[src/rtl/core/mphc_pkg.sv]
// Shared types, codes and constants for the media packet header checker.
package mphc_pkg;

	// Header constants
	localparam logic [7:0]  HDR_VERSION    = 8'd1;
	localparam logic [31:0] MAGIC_FAV1     = 32'h4641_5631;
	localparam logic [7:0]  FLAG_CONTINUES = 8'h01;
	localparam logic [31:0] ALL_ONES_32    = 32'hFFFF_FFFF;

	// Packet type codes
	localparam logic [7:0] TYPE_HELLO   = 8'd1;
	localparam logic [7:0] TYPE_CONFIG  = 8'd2;
	localparam logic [7:0] TYPE_AUDIO   = 8'd3;
	localparam logic [7:0] TYPE_VIDEO   = 8'd4;
	localparam logic [7:0] TYPE_PALETTE = 8'd5;
	localparam logic [7:0] TYPE_END     = 8'd6;
	localparam logic [7:0] TYPE_ERROR   = 8'd7;

	// Widths
	localparam int IN_DATA_W  = 192;
	localparam int OUT_DATA_W = 8;
	localparam int CFG_IDX_W  = 3;
	localparam int CFG_DATA_W = 24;

	// Register reset values
	localparam logic [15:0] RST_CONTROL_MAX  = 16'd4096;
	localparam logic [15:0] RST_AUDIO_BYTES  = 16'd640;
	localparam logic [15:0] RST_PALETTE_BYTES = 16'd512;
	localparam logic [23:0] RST_VIDEO_MAX    = 24'd65536;
	localparam logic [9:0]  RST_AUDIO_STEP   = 10'd20;

	// Register indexes
	typedef enum logic [CFG_IDX_W-1:0] {
		REG_CONTROL_MAX   = 3'd0,
		REG_AUDIO_BYTES   = 3'd1,
		REG_PALETTE_BYTES = 3'd2,
		REG_VIDEO_MAX     = 3'd3,
		REG_AUDIO_STEP    = 3'd4
	} reg_idx_t;

	// Result status codes
	typedef enum logic [1:0] {
		STATUS_OK        = 2'd0,
		STATUS_MALFORMED = 2'd1,
		STATUS_REFUSED   = 2'd2
	} status_t;

	// One header word, magic in the lowest bits
	typedef struct packed {
		logic [31:0] payload_length;
		logic [31:0] timestamp_ms;
		logic [31:0] sequence_req;
		logic [31:0] session_id;
		logic [7:0]  flag_bits;
		logic [7:0]  reserved_high;
		logic [7:0]  packet_type;
		logic [7:0]  version;
		logic [31:0] magic;
	} hdr_t;

	// Configuration register set
	typedef struct packed {
		logic [15:0] control_max_bytes;
		logic [15:0] audio_payload_bytes;
		logic [15:0] palette_payload_bytes;
		logic [23:0] video_max_bytes;
		logic [9:0]  audio_step_ms;
	} cfg_t;

	// Stream tracking state
	typedef struct packed {
		logic        is_configured;
		logic        has_ended;
		logic [31:0] bound_session;
		logic [31:0] expected_sequence;
		logic [31:0] next_audio_time;
		logic        frame_under_way;
		logic [31:0] last_frame_time;
	} st_t;

	// One result word, status in the lowest bits
	typedef struct packed {
		logic    stream_ended;
		status_t status;
	} res_t;

endpackage

[src/rtl/core/mphc_cfg_regs.sv]
// Configuration register file of the media packet header checker.
module mphc_cfg_regs (
	input  logic                               clk,
	input  logic                               arst_n,
	input  logic                               cfg_valid,
	output logic                               cfg_ready,
	input  logic [mphc_pkg::CFG_IDX_W-1:0]     cfg_index,
	input  logic [mphc_pkg::CFG_DATA_W-1:0]    cfg_data,
	output mphc_pkg::cfg_t                     cfg
);

	mphc_pkg::cfg_t cfg_q;

	assign cfg_ready = 1'b1;
	assign cfg       = cfg_q;

	// Register writes; unknown indexes are dropped
	always_ff @(posedge clk or negedge arst_n) begin
		if (!arst_n) begin
			cfg_q.control_max_bytes     <= mphc_pkg::RST_CONTROL_MAX;
			cfg_q.audio_payload_bytes   <= mphc_pkg::RST_AUDIO_BYTES;
			cfg_q.palette_payload_bytes <= mphc_pkg::RST_PALETTE_BYTES;
			cfg_q.video_max_bytes       <= mphc_pkg::RST_VIDEO_MAX;
			cfg_q.audio_step_ms         <= mphc_pkg::RST_AUDIO_STEP;
		end else if (cfg_valid && cfg_ready) begin
			case (cfg_index)
				mphc_pkg::REG_CONTROL_MAX:   cfg_q.control_max_bytes     <= cfg_data[15:0];
				mphc_pkg::REG_AUDIO_BYTES:   cfg_q.audio_payload_bytes   <= cfg_data[15:0];
				mphc_pkg::REG_PALETTE_BYTES: cfg_q.palette_payload_bytes <= cfg_data[15:0];
				mphc_pkg::REG_VIDEO_MAX:     cfg_q.video_max_bytes       <= cfg_data[23:0];
				mphc_pkg::REG_AUDIO_STEP:    cfg_q.audio_step_ms         <= cfg_data[9:0];
				default: ;
			endcase
		end
	end

endmodule

[src/rtl/core/mphc_header_check.sv]
// Header format check: magic, version, reserved byte, flags and length by type.
module mphc_header_check (
	input  mphc_pkg::hdr_t hdr,
	input  mphc_pkg::cfg_t cfg,
	output logic           hdr_ok
);

	logic base_ok;
	logic flags_zero;
	logic len_nonzero;
	logic ctrl_len_ok;
	logic video_len_ok;

	// Fixed fields and length compares
	assign base_ok      = (hdr.magic == mphc_pkg::MAGIC_FAV1) &&
	                      (hdr.version == mphc_pkg::HDR_VERSION) &&
	                      (hdr.reserved_high == 8'd0);
	assign flags_zero   = (hdr.flag_bits == 8'd0);
	assign len_nonzero  = (hdr.payload_length != 32'd0);
	assign ctrl_len_ok  = len_nonzero &&
	                      (hdr.payload_length <= {16'd0, cfg.control_max_bytes});
	assign video_len_ok = len_nonzero &&
	                      (hdr.payload_length <= {8'd0, cfg.video_max_bytes});

	// Per-type rules
	always_comb begin
		hdr_ok = 1'b0;
		if (base_ok) begin
			case (hdr.packet_type)
				mphc_pkg::TYPE_HELLO,
				mphc_pkg::TYPE_CONFIG,
				mphc_pkg::TYPE_ERROR:   hdr_ok = flags_zero && ctrl_len_ok;
				mphc_pkg::TYPE_END:     hdr_ok = flags_zero && !len_nonzero;
				mphc_pkg::TYPE_AUDIO:   hdr_ok = flags_zero &&
				                          (hdr.payload_length == {16'd0, cfg.audio_payload_bytes});
				mphc_pkg::TYPE_PALETTE: hdr_ok = flags_zero &&
				                          (hdr.payload_length == {16'd0, cfg.palette_payload_bytes});
				mphc_pkg::TYPE_VIDEO:   hdr_ok = ((hdr.flag_bits & ~mphc_pkg::FLAG_CONTINUES) == 8'd0)
				                          && video_len_ok;
				default:                hdr_ok = 1'b0;
			endcase
		end
	end

endmodule

[src/rtl/core/mphc_stream_rules.sv]
// Stream rule checker: session binding, sequence, audio and video timing, end of stream.
module mphc_stream_rules (
	input  logic           clk,
	input  logic           arst_n,
	input  logic           fire,
	input  mphc_pkg::hdr_t hdr,
	input  logic           hdr_ok,
	input  mphc_pkg::cfg_t cfg,
	output mphc_pkg::res_t res
);

	mphc_pkg::st_t st_q;
	mphc_pkg::st_t st_nxt;
	logic          stream_ok;
	logic [32:0]   audio_sum;

	// Audio end time with carry for the overflow check
	assign audio_sum = {1'b0, hdr.timestamp_ms} + {23'd0, cfg.audio_step_ms};

	// Rule evaluation and next state
	always_comb begin
		st_nxt    = st_q;
		stream_ok = 1'b0;
		if (st_q.has_ended) begin
			stream_ok = 1'b0;
		end else if (!st_q.is_configured) begin
			if (hdr.packet_type == mphc_pkg::TYPE_CONFIG && hdr.session_id != 32'd0 &&
			    hdr.sequence_req == 32'd0 && hdr.timestamp_ms == 32'd0) begin
				stream_ok                = 1'b1;
				st_nxt.is_configured     = 1'b1;
				st_nxt.bound_session     = hdr.session_id;
				st_nxt.expected_sequence = 32'd1;
			end
		end else if (hdr.session_id == st_q.bound_session &&
		             hdr.sequence_req == st_q.expected_sequence &&
		             hdr.sequence_req != mphc_pkg::ALL_ONES_32) begin
			case (hdr.packet_type)
				mphc_pkg::TYPE_AUDIO: begin
					if (hdr.timestamp_ms == st_q.next_audio_time && !audio_sum[32]) begin
						stream_ok              = 1'b1;
						st_nxt.next_audio_time = audio_sum[31:0];
					end
				end
				mphc_pkg::TYPE_VIDEO: begin
					if ((hdr.flag_bits & mphc_pkg::FLAG_CONTINUES) != 8'd0) begin
						stream_ok = st_q.frame_under_way;
					end else if (!(st_q.frame_under_way &&
					               hdr.timestamp_ms <= st_q.last_frame_time)) begin
						stream_ok              = 1'b1;
						st_nxt.frame_under_way = 1'b1;
						st_nxt.last_frame_time = hdr.timestamp_ms;
					end
				end
				mphc_pkg::TYPE_PALETTE: begin
					stream_ok = 1'b1;
				end
				mphc_pkg::TYPE_END,
				mphc_pkg::TYPE_ERROR: begin
					stream_ok        = 1'b1;
					st_nxt.has_ended = 1'b1;
				end
				default: stream_ok = 1'b0;
			endcase
			if (stream_ok) begin
				st_nxt.expected_sequence = st_q.expected_sequence + 32'd1;
			end
		end
	end

	// Result word
	always_comb begin
		if (!hdr_ok) begin
			res.status       = mphc_pkg::STATUS_MALFORMED;
			res.stream_ended = st_q.has_ended;
		end else if (!stream_ok) begin
			res.status       = mphc_pkg::STATUS_REFUSED;
			res.stream_ended = st_q.has_ended;
		end else begin
			res.status       = mphc_pkg::STATUS_OK;
			res.stream_ended = st_nxt.has_ended;
		end
	end

	// State moves only on a word that passes both checks
	always_ff @(posedge clk or negedge arst_n) begin
		if (!arst_n) begin
			st_q <= '0;
		end else if (fire && hdr_ok && stream_ok) begin
			st_q <= st_nxt;
		end
	end

	// A closed stream was opened first
	a_ended_needs_config: assert property (@(posedge clk) disable iff (!arst_n)
		st_q.has_ended |-> st_q.is_configured)
		else $error("stream ended without configuration");

	// Once closed, the stream stays closed
	a_ended_sticky: assert property (@(posedge clk) disable iff (!arst_n)
		st_q.has_ended |=> st_q.has_ended)
		else $error("ended flag dropped");

	// Any rejected word leaves the stream state alone
	a_reject_no_change: assert property (@(posedge clk) disable iff (!arst_n)
		(fire && !(hdr_ok && stream_ok)) |=> $stable(st_q))
		else $error("rejected word changed stream state");

	// An accepted word after configuration advances the sequence by one
	a_seq_advance: assert property (@(posedge clk) disable iff (!arst_n)
		(fire && hdr_ok && stream_ok && st_q.is_configured)
		|=> st_q.expected_sequence == $past(st_q.expected_sequence) + 32'd1)
		else $error("sequence did not advance");

endmodule

[src/rtl/core/media_packet_header_check.sv]
// Top level of the media packet header checker: input stage, checks and result register.
//
//  Channel   Direction  Handshake              Payload
//  s_*       in         s_tvalid / s_tready    s_tdata: one split packet header
//  m_*       out        m_tvalid / m_tready    m_tdata: status and ended flag
//  cfg_*     in         cfg_valid / cfg_ready  cfg_index, cfg_data: register write
//
//  One header per cycle sustained while the result register drains; a taken word is held
//  in the input register, passes the checks and state update, and loads the result
//  register once that register is free or being read, which raises m_tvalid.
//  arst_n clears the stream state, both stage valids and loads the register defaults.
//  A stalled result holds; the input stage still takes a word while the result
//  register is full and the input stage is empty. cfg_ready is always high.
module media_packet_header_check (
	input  logic                                clk,
	input  logic                                arst_n,
	// magic[31:0], version[39:32], packet_type[47:40], reserved_high[55:48],
	// flag_bits[63:56], session_id[95:64], sequence_req[127:96],
	// timestamp_ms[159:128], payload_length[191:160]
	input  logic [mphc_pkg::IN_DATA_W-1:0]      s_tdata,
	input  logic                                s_tvalid,
	output logic                                s_tready,
	// status[1:0], stream_ended[2], zero fill[7:3]
	output logic [mphc_pkg::OUT_DATA_W-1:0]     m_tdata,
	output logic                                m_tvalid,
	input  logic                                m_tready,
	input  logic                                cfg_valid,
	output logic                                cfg_ready,
	input  logic [mphc_pkg::CFG_IDX_W-1:0]      cfg_index,
	input  logic [mphc_pkg::CFG_DATA_W-1:0]     cfg_data
);

	mphc_pkg::cfg_t cfg;
	mphc_pkg::hdr_t hdr_s1;
	logic           valid_s1;
	logic           adv_s1;
	logic           hdr_ok;
	mphc_pkg::res_t res;
	mphc_pkg::res_t res_q;
	logic           out_valid_q;

	mphc_cfg_regs u_cfg_regs (
		.clk       (clk),
		.arst_n    (arst_n),
		.cfg_valid (cfg_valid),
		.cfg_ready (cfg_ready),
		.cfg_index (cfg_index),
		.cfg_data  (cfg_data),
		.cfg       (cfg)
	);

	// Stage flow control
	assign adv_s1   = valid_s1 && (!out_valid_q || m_tready);
	assign s_tready = !valid_s1 || adv_s1;

	// Input stage
	always_ff @(posedge clk or negedge arst_n) begin
		if (!arst_n) begin
			valid_s1 <= 1'b0;
		end else if (s_tvalid && s_tready) begin
			valid_s1 <= 1'b1;
		end else if (adv_s1) begin
			valid_s1 <= 1'b0;
		end
	end

	always_ff @(posedge clk) begin
		if (s_tvalid && s_tready) begin
			hdr_s1 <= mphc_pkg::hdr_t'(s_tdata);
		end
	end

	mphc_header_check u_header_check (
		.hdr    (hdr_s1),
		.cfg    (cfg),
		.hdr_ok (hdr_ok)
	);

	mphc_stream_rules u_stream_rules (
		.clk    (clk),
		.arst_n (arst_n),
		.fire   (adv_s1),
		.hdr    (hdr_s1),
		.hdr_ok (hdr_ok),
		.cfg    (cfg),
		.res    (res)
	);

	// Result register
	always_ff @(posedge clk or negedge arst_n) begin
		if (!arst_n) begin
			out_valid_q <= 1'b0;
		end else if (adv_s1) begin
			out_valid_q <= 1'b1;
		end else if (m_tready) begin
			out_valid_q <= 1'b0;
		end
	end

	always_ff @(posedge clk) begin
		if (adv_s1) begin
			res_q <= res;
		end
	end

	assign m_tvalid = out_valid_q;
	assign m_tdata  = {{(mphc_pkg::OUT_DATA_W - $bits(mphc_pkg::res_t)){1'b0}}, res_q};

endmodule

[config.mk]
export PLATFORM = sky130hd
export DESIGN_NAME = media_packet_header_check
export DESIGN_NICKNAME = d
export VERILOG_FILES = /design/src/rtl/core/mphc_pkg.sv /design/src/rtl/core/mphc_cfg_regs.sv /design/src/rtl/core/mphc_header_check.sv /design/src/rtl/core/mphc_stream_rules.sv /design/src/rtl/core/media_packet_header_check.sv
export SDC_FILE = /design/constraint.sdc
export NUM_CORES = 1
export LEC_CHECK = 0
export BUFFER_PORTS_ARGS = -buffer_cell sky130_fd_sc_hd__buf_2
export CORE_ASPECT_RATIO = 0.5
export CORE_MARGIN = 4
export CORE_UTILIZATION = 53
export CTS_BUF_LIST = sky130_fd_sc_hd__clkbuf_4 sky130_fd_sc_hd__clkbuf_8 sky130_fd_sc_hd__clkbuf_16
export DETAILED_ROUTE_END_ITERATION = 16
export PLACE_DENSITY = 0.77
export SLEW_MARGIN = 20
export SYNTH_ARGS = -nofsm -noshare
export SYNTH_HDL_FRONTEND = slang
export SYNTH_SLANG_ARGS = --single-unit
[constraint.sdc]
create_clock -name clk -period 4.9 [get_ports clk]
set_input_delay 0.245 -clock clk [delete_from_list [all_inputs] [get_ports clk]]
set_output_delay 0.245 -clock clk [all_outputs]
set_load 0.01 [all_outputs]
==> key figures <==
Clock network
  • CTS tree: built
  • Root Driver: clkbuf_16
  • CTS max path bufs: 3
  • CTS clk-pin slew, worst paths: 0.07 ns
  • Clock Sinks: 410
  • Worst-Skew Late Latency: 0.57 ns
  • Post-CTS resize count: 0
  • Setup bufs post-CTS: 0
  • # H-tree levels: 2
  • TritonCTS Buffers: 38

Drt
  • Post-route ant nets: 0
  • Vias: 14.7k
  • DRC: 0
  • Routed WL per cell: 22.5 um
  • Total Wirelength: 56.5 mm
  • Initial DRC count: 1,541
  • Drt first pass iters: 6
  • Vias/cell: 5.88

Synthesis
  • Post-synthesis sequential area ratio: 0.571
  • Yosys top cell area share: 0.297
  • Average size of a mapped cell: 12.8 sq um
  • Area contributors post-synth: edfxtp_1 (30%), dfrtp_1 (26%), mux2_2 (7.3%)
  • EDFF count, synth: 195
  • Post-synthesis cell type count: 78
  • Leading area contributor after synthesis: edfxtp_1
  • Top FF cell, synth: dfrtp_1
  • Ys async rst share: 0.524
  • Flops & latches, synth: 410
  • Synth Instances: 1,541
  • Netlist Area Pre-Place: 0.0197 sq mm
  • Synth warn: 0

Pwr
  • Power Density: 343 mW/mm^2
  • Combinational fraction of design power: 0.129
  • Psw: 2.17 mW
  • Internal power: 6.32 mW
  • Sw Ratio: 0.256
  • Part of the power in registers: 0.485
  • Static leakage: 10.5 nW
  • Clock share of power: 0.386
  • Max VDD drop: 0.000255 V

Min path
  • WHS Endpoint: u_cfg_regs.cfg[68]
  • Min-Delay Path Class: in2reg
  • Worst hold path depth: 3
  • Hold Path Origin: cfg_data[2]

Floorplan
  • I/O pin total: 235
  • Core area: 0.0363 sq mm
  • Full die area: 0.0405 sq mm
  • Chip height: 144 um
  • Row cnt: 49
  • Die W: 281 um
  • Initial Utilization: 0.543

Timing
  • Worst-margin pin slew: 1.05 ns
  • RSZ-0062 raised after global routing: no
  • Fin crit period: 4.51 ns
  • Hold Fails Final Rpt: 0
  • # setup viols final: 0
  • Worst slew margin: 0.303
  • F_max: 222 MHz
  • Ratio of final minimum period to clock period: 0.921
  • Final Max Tran Viols: 0
  • Post-layout worst setup margin: 0.387 ns
  • Worst-case clock skew: 0.0285 ns
  • Setup_tns: 0 ns

Placed design
  • Routability cong.: 0.885
  • DPL Wire Length: 34.6 mm
  • Worst slack, placed: 0.449 ns
  • Number of port buffers: 228

Critical path
  • Endpoint of the lowest-slack register-to-register path: u_stream_rules.st_q[10]
  • R2r startpoint: hdr_s1[128]
  • Crit path arrival time: 4.94 ns
  • Slowest CP cell: a211o_2
  • Setup CP Type: reg2reg
  • Worst R2R Setup Slack: 0.39 ns
  • CP startpoint: hdr_s1[128]
  • Cells along the critical path: ha_1 -> fa_1 -> a211o_1 -> a2111oi_4 -> o31ai_2 -> and3_1 -> o31a_1 -> o21ba_1 -> a211o_1 -> a211o_2 -> mux2_4
  • Max stage delay on crit path: 0.66 ns
  • Reg2Reg Depth: 11
  • Max FO, Critical Path: 33
  • Worst Setup Start Kind: flop
  • WP data required: 5.32 ns
  • Worst Setup End Kind: flop
  • Cell mode on critical path: a211o_1

Global routing
  • Total gr overflow: 0
  • Vias in the first global route: 14.9k
  • First-pass GRT wire length: 85.4 mm
  • Initial antenna violation count: 4
  • Largest net degree at the start of global routing: 121
  • All-layer global routing usage: 0.275

Run
  • Maxcap violations: 0

Cells and area
  • Final Util: 0.683
  • Commonest non-fill, non-tap cell in the layout: buf_2
  • Layout cells sized above 1: 0.242
  • Layout area overhead: 25.8%
  • Commonest cells after routing, fill and taps aside: buf_2 (227), dlygate4sd3_1 (210), dfrtp_1 (208)
  • NumNets Final: 2,294

Status
  • Run status: finished, final reports clean
## registers in the layout (all words and copies together) (netlist names)
signal               flops
hdr_s1                 192
m_tdata                  3
m_tvalid                 1
u_cfg_regs.cfg          82
u_stream_rules.st_q    131
valid_s1                 1
## critical path: cells and delay by family (launching register included)
family                     cells  cell delay [ns]
AOI/OAI and AO/OA              7             2.48
adders and majority gates      2             0.72
DFF                            1             0.47
muxes                          1             0.45
and+or+nand+nor                1             0.23
## per-stage QoR
| stage | hold slack [ns] | cells | instance area (sq um) | total power [mW] |
|---|---|---|---|---|
| after CTS | 0.00358 | 2499 | 24700 | 8.40 |
| after global placement | 0.330 | 2219 | 21300 | 5.05 |
| after global routing | 0.0354 | 2506 | 24800 | 8.81 |
| after detailed placement | 0.326 | 2219 | 21300 | 5.09 |
| final | 0.0256 | 2506 | 24800 | 8.49 |
| after floorplan | -0.0506 | 1545 | 19700 | 4.73 |
## final cells by class
| class | count | area, sq um |
|---|---|---|
| well taps | 484 | 606 |
| clock buffers | 49 | 1060 |
| diodes | 6 | 15.0 |
| clock inverters | 21 | 278 |
| multi-input cells | 980 | 7790 |
| flip-flops and latches | 410 | 11200 |
| repair buffers | 453 | 3410 |
| inverters | 103 | 387 |
| fillers | 2450 | 11500 |
## per-layer routing
metal | track usage | up-vias | part of all wire
li1 | - | 6605 | -
met1 | 0.341 | 7130 | 0.38
met2 | 0.467 | 768 | 0.48
met3 | 0.0526 | 231 | 0.078
met4 | 0.145 | 0 | 0.060
met5 | 0 | - | 0
## cells by family (layout without fill, tap and decap cells)
| group | count (synthesis) | count (layout) | share of synthesized area |
|---|---|---|---|
| buf+inv | 155 | 626 | 0.0351 |
| compound gates | 194 | 194 | 0.0705 |
| xor+xnor | 122 | 122 | 0.0542 |
| fa+ha+maj | 84 | 84 | 0.0537 |
| other cells | 2 | 12 | 0.000381 |
| simple gates | 415 | 415 | 0.119 |
| mux | 159 | 159 | 0.0960 |
| flops | 410 | 410 | 0.571 |
## power groups by stage
stage	clock network (mW)	registers [mW]	logic (mW)
2_1_floorplan	0	4.10	0.635
3_3_place_gp	0	4.16	0.892
3_5_place_dp	0	4.17	0.919
4_1_cts	3.23	4.11	1.07
5_1_grt	3.45	4.14	1.21
6_report	3.28	4.12	1.10
## worst max path at each step
| stage | endpoint | slack (ns) | cells past startpoint |
|---|---|---|---|
| 4_1_cts | u_stream_rules.st_q[5] | 0.41 | 11 |
| 6_report | u_stream_rules.st_q[10] | 0.39 | 11 |
| 3_3_place_gp | u_stream_rules.st_q[2] | 0.56 | 11 |
| 2_1_floorplan | u_stream_rules.st_q[0] | 0.96 | 14 |
| 5_1_grt | u_stream_rules.st_q[10] | 0.25 | 11 |
| 3_5_place_dp | u_stream_rules.st_q[25] | 0.45 | 11 |
## cell usage after synthesis (25+ instances only)
cell type / n
nor2b_1: 25
a21o_1: 25
nor2_1: 31
clkbuf_1: 31
ha_1: 83
inv_1: 103
dfrtp_1: 208
mux2_2: 128
xor2_1: 45
nand2_1: 80
a21oi_1: 34
edfxtp_1: 195
nand3_1: 43
mux2_4: 28
nand4_1: 63
nor3_1: 25
xnor2_1: 77
nor4_1: 54
o21ai_0: 36
## what timing repair did
action | 4_1_cts | 5_1_grt
endpoints found under the hold margin | 316 | 0
hold buffers | 210 | 0
setup endpoints to repair | 0 | 0
(Power assumes the default switching activity.)
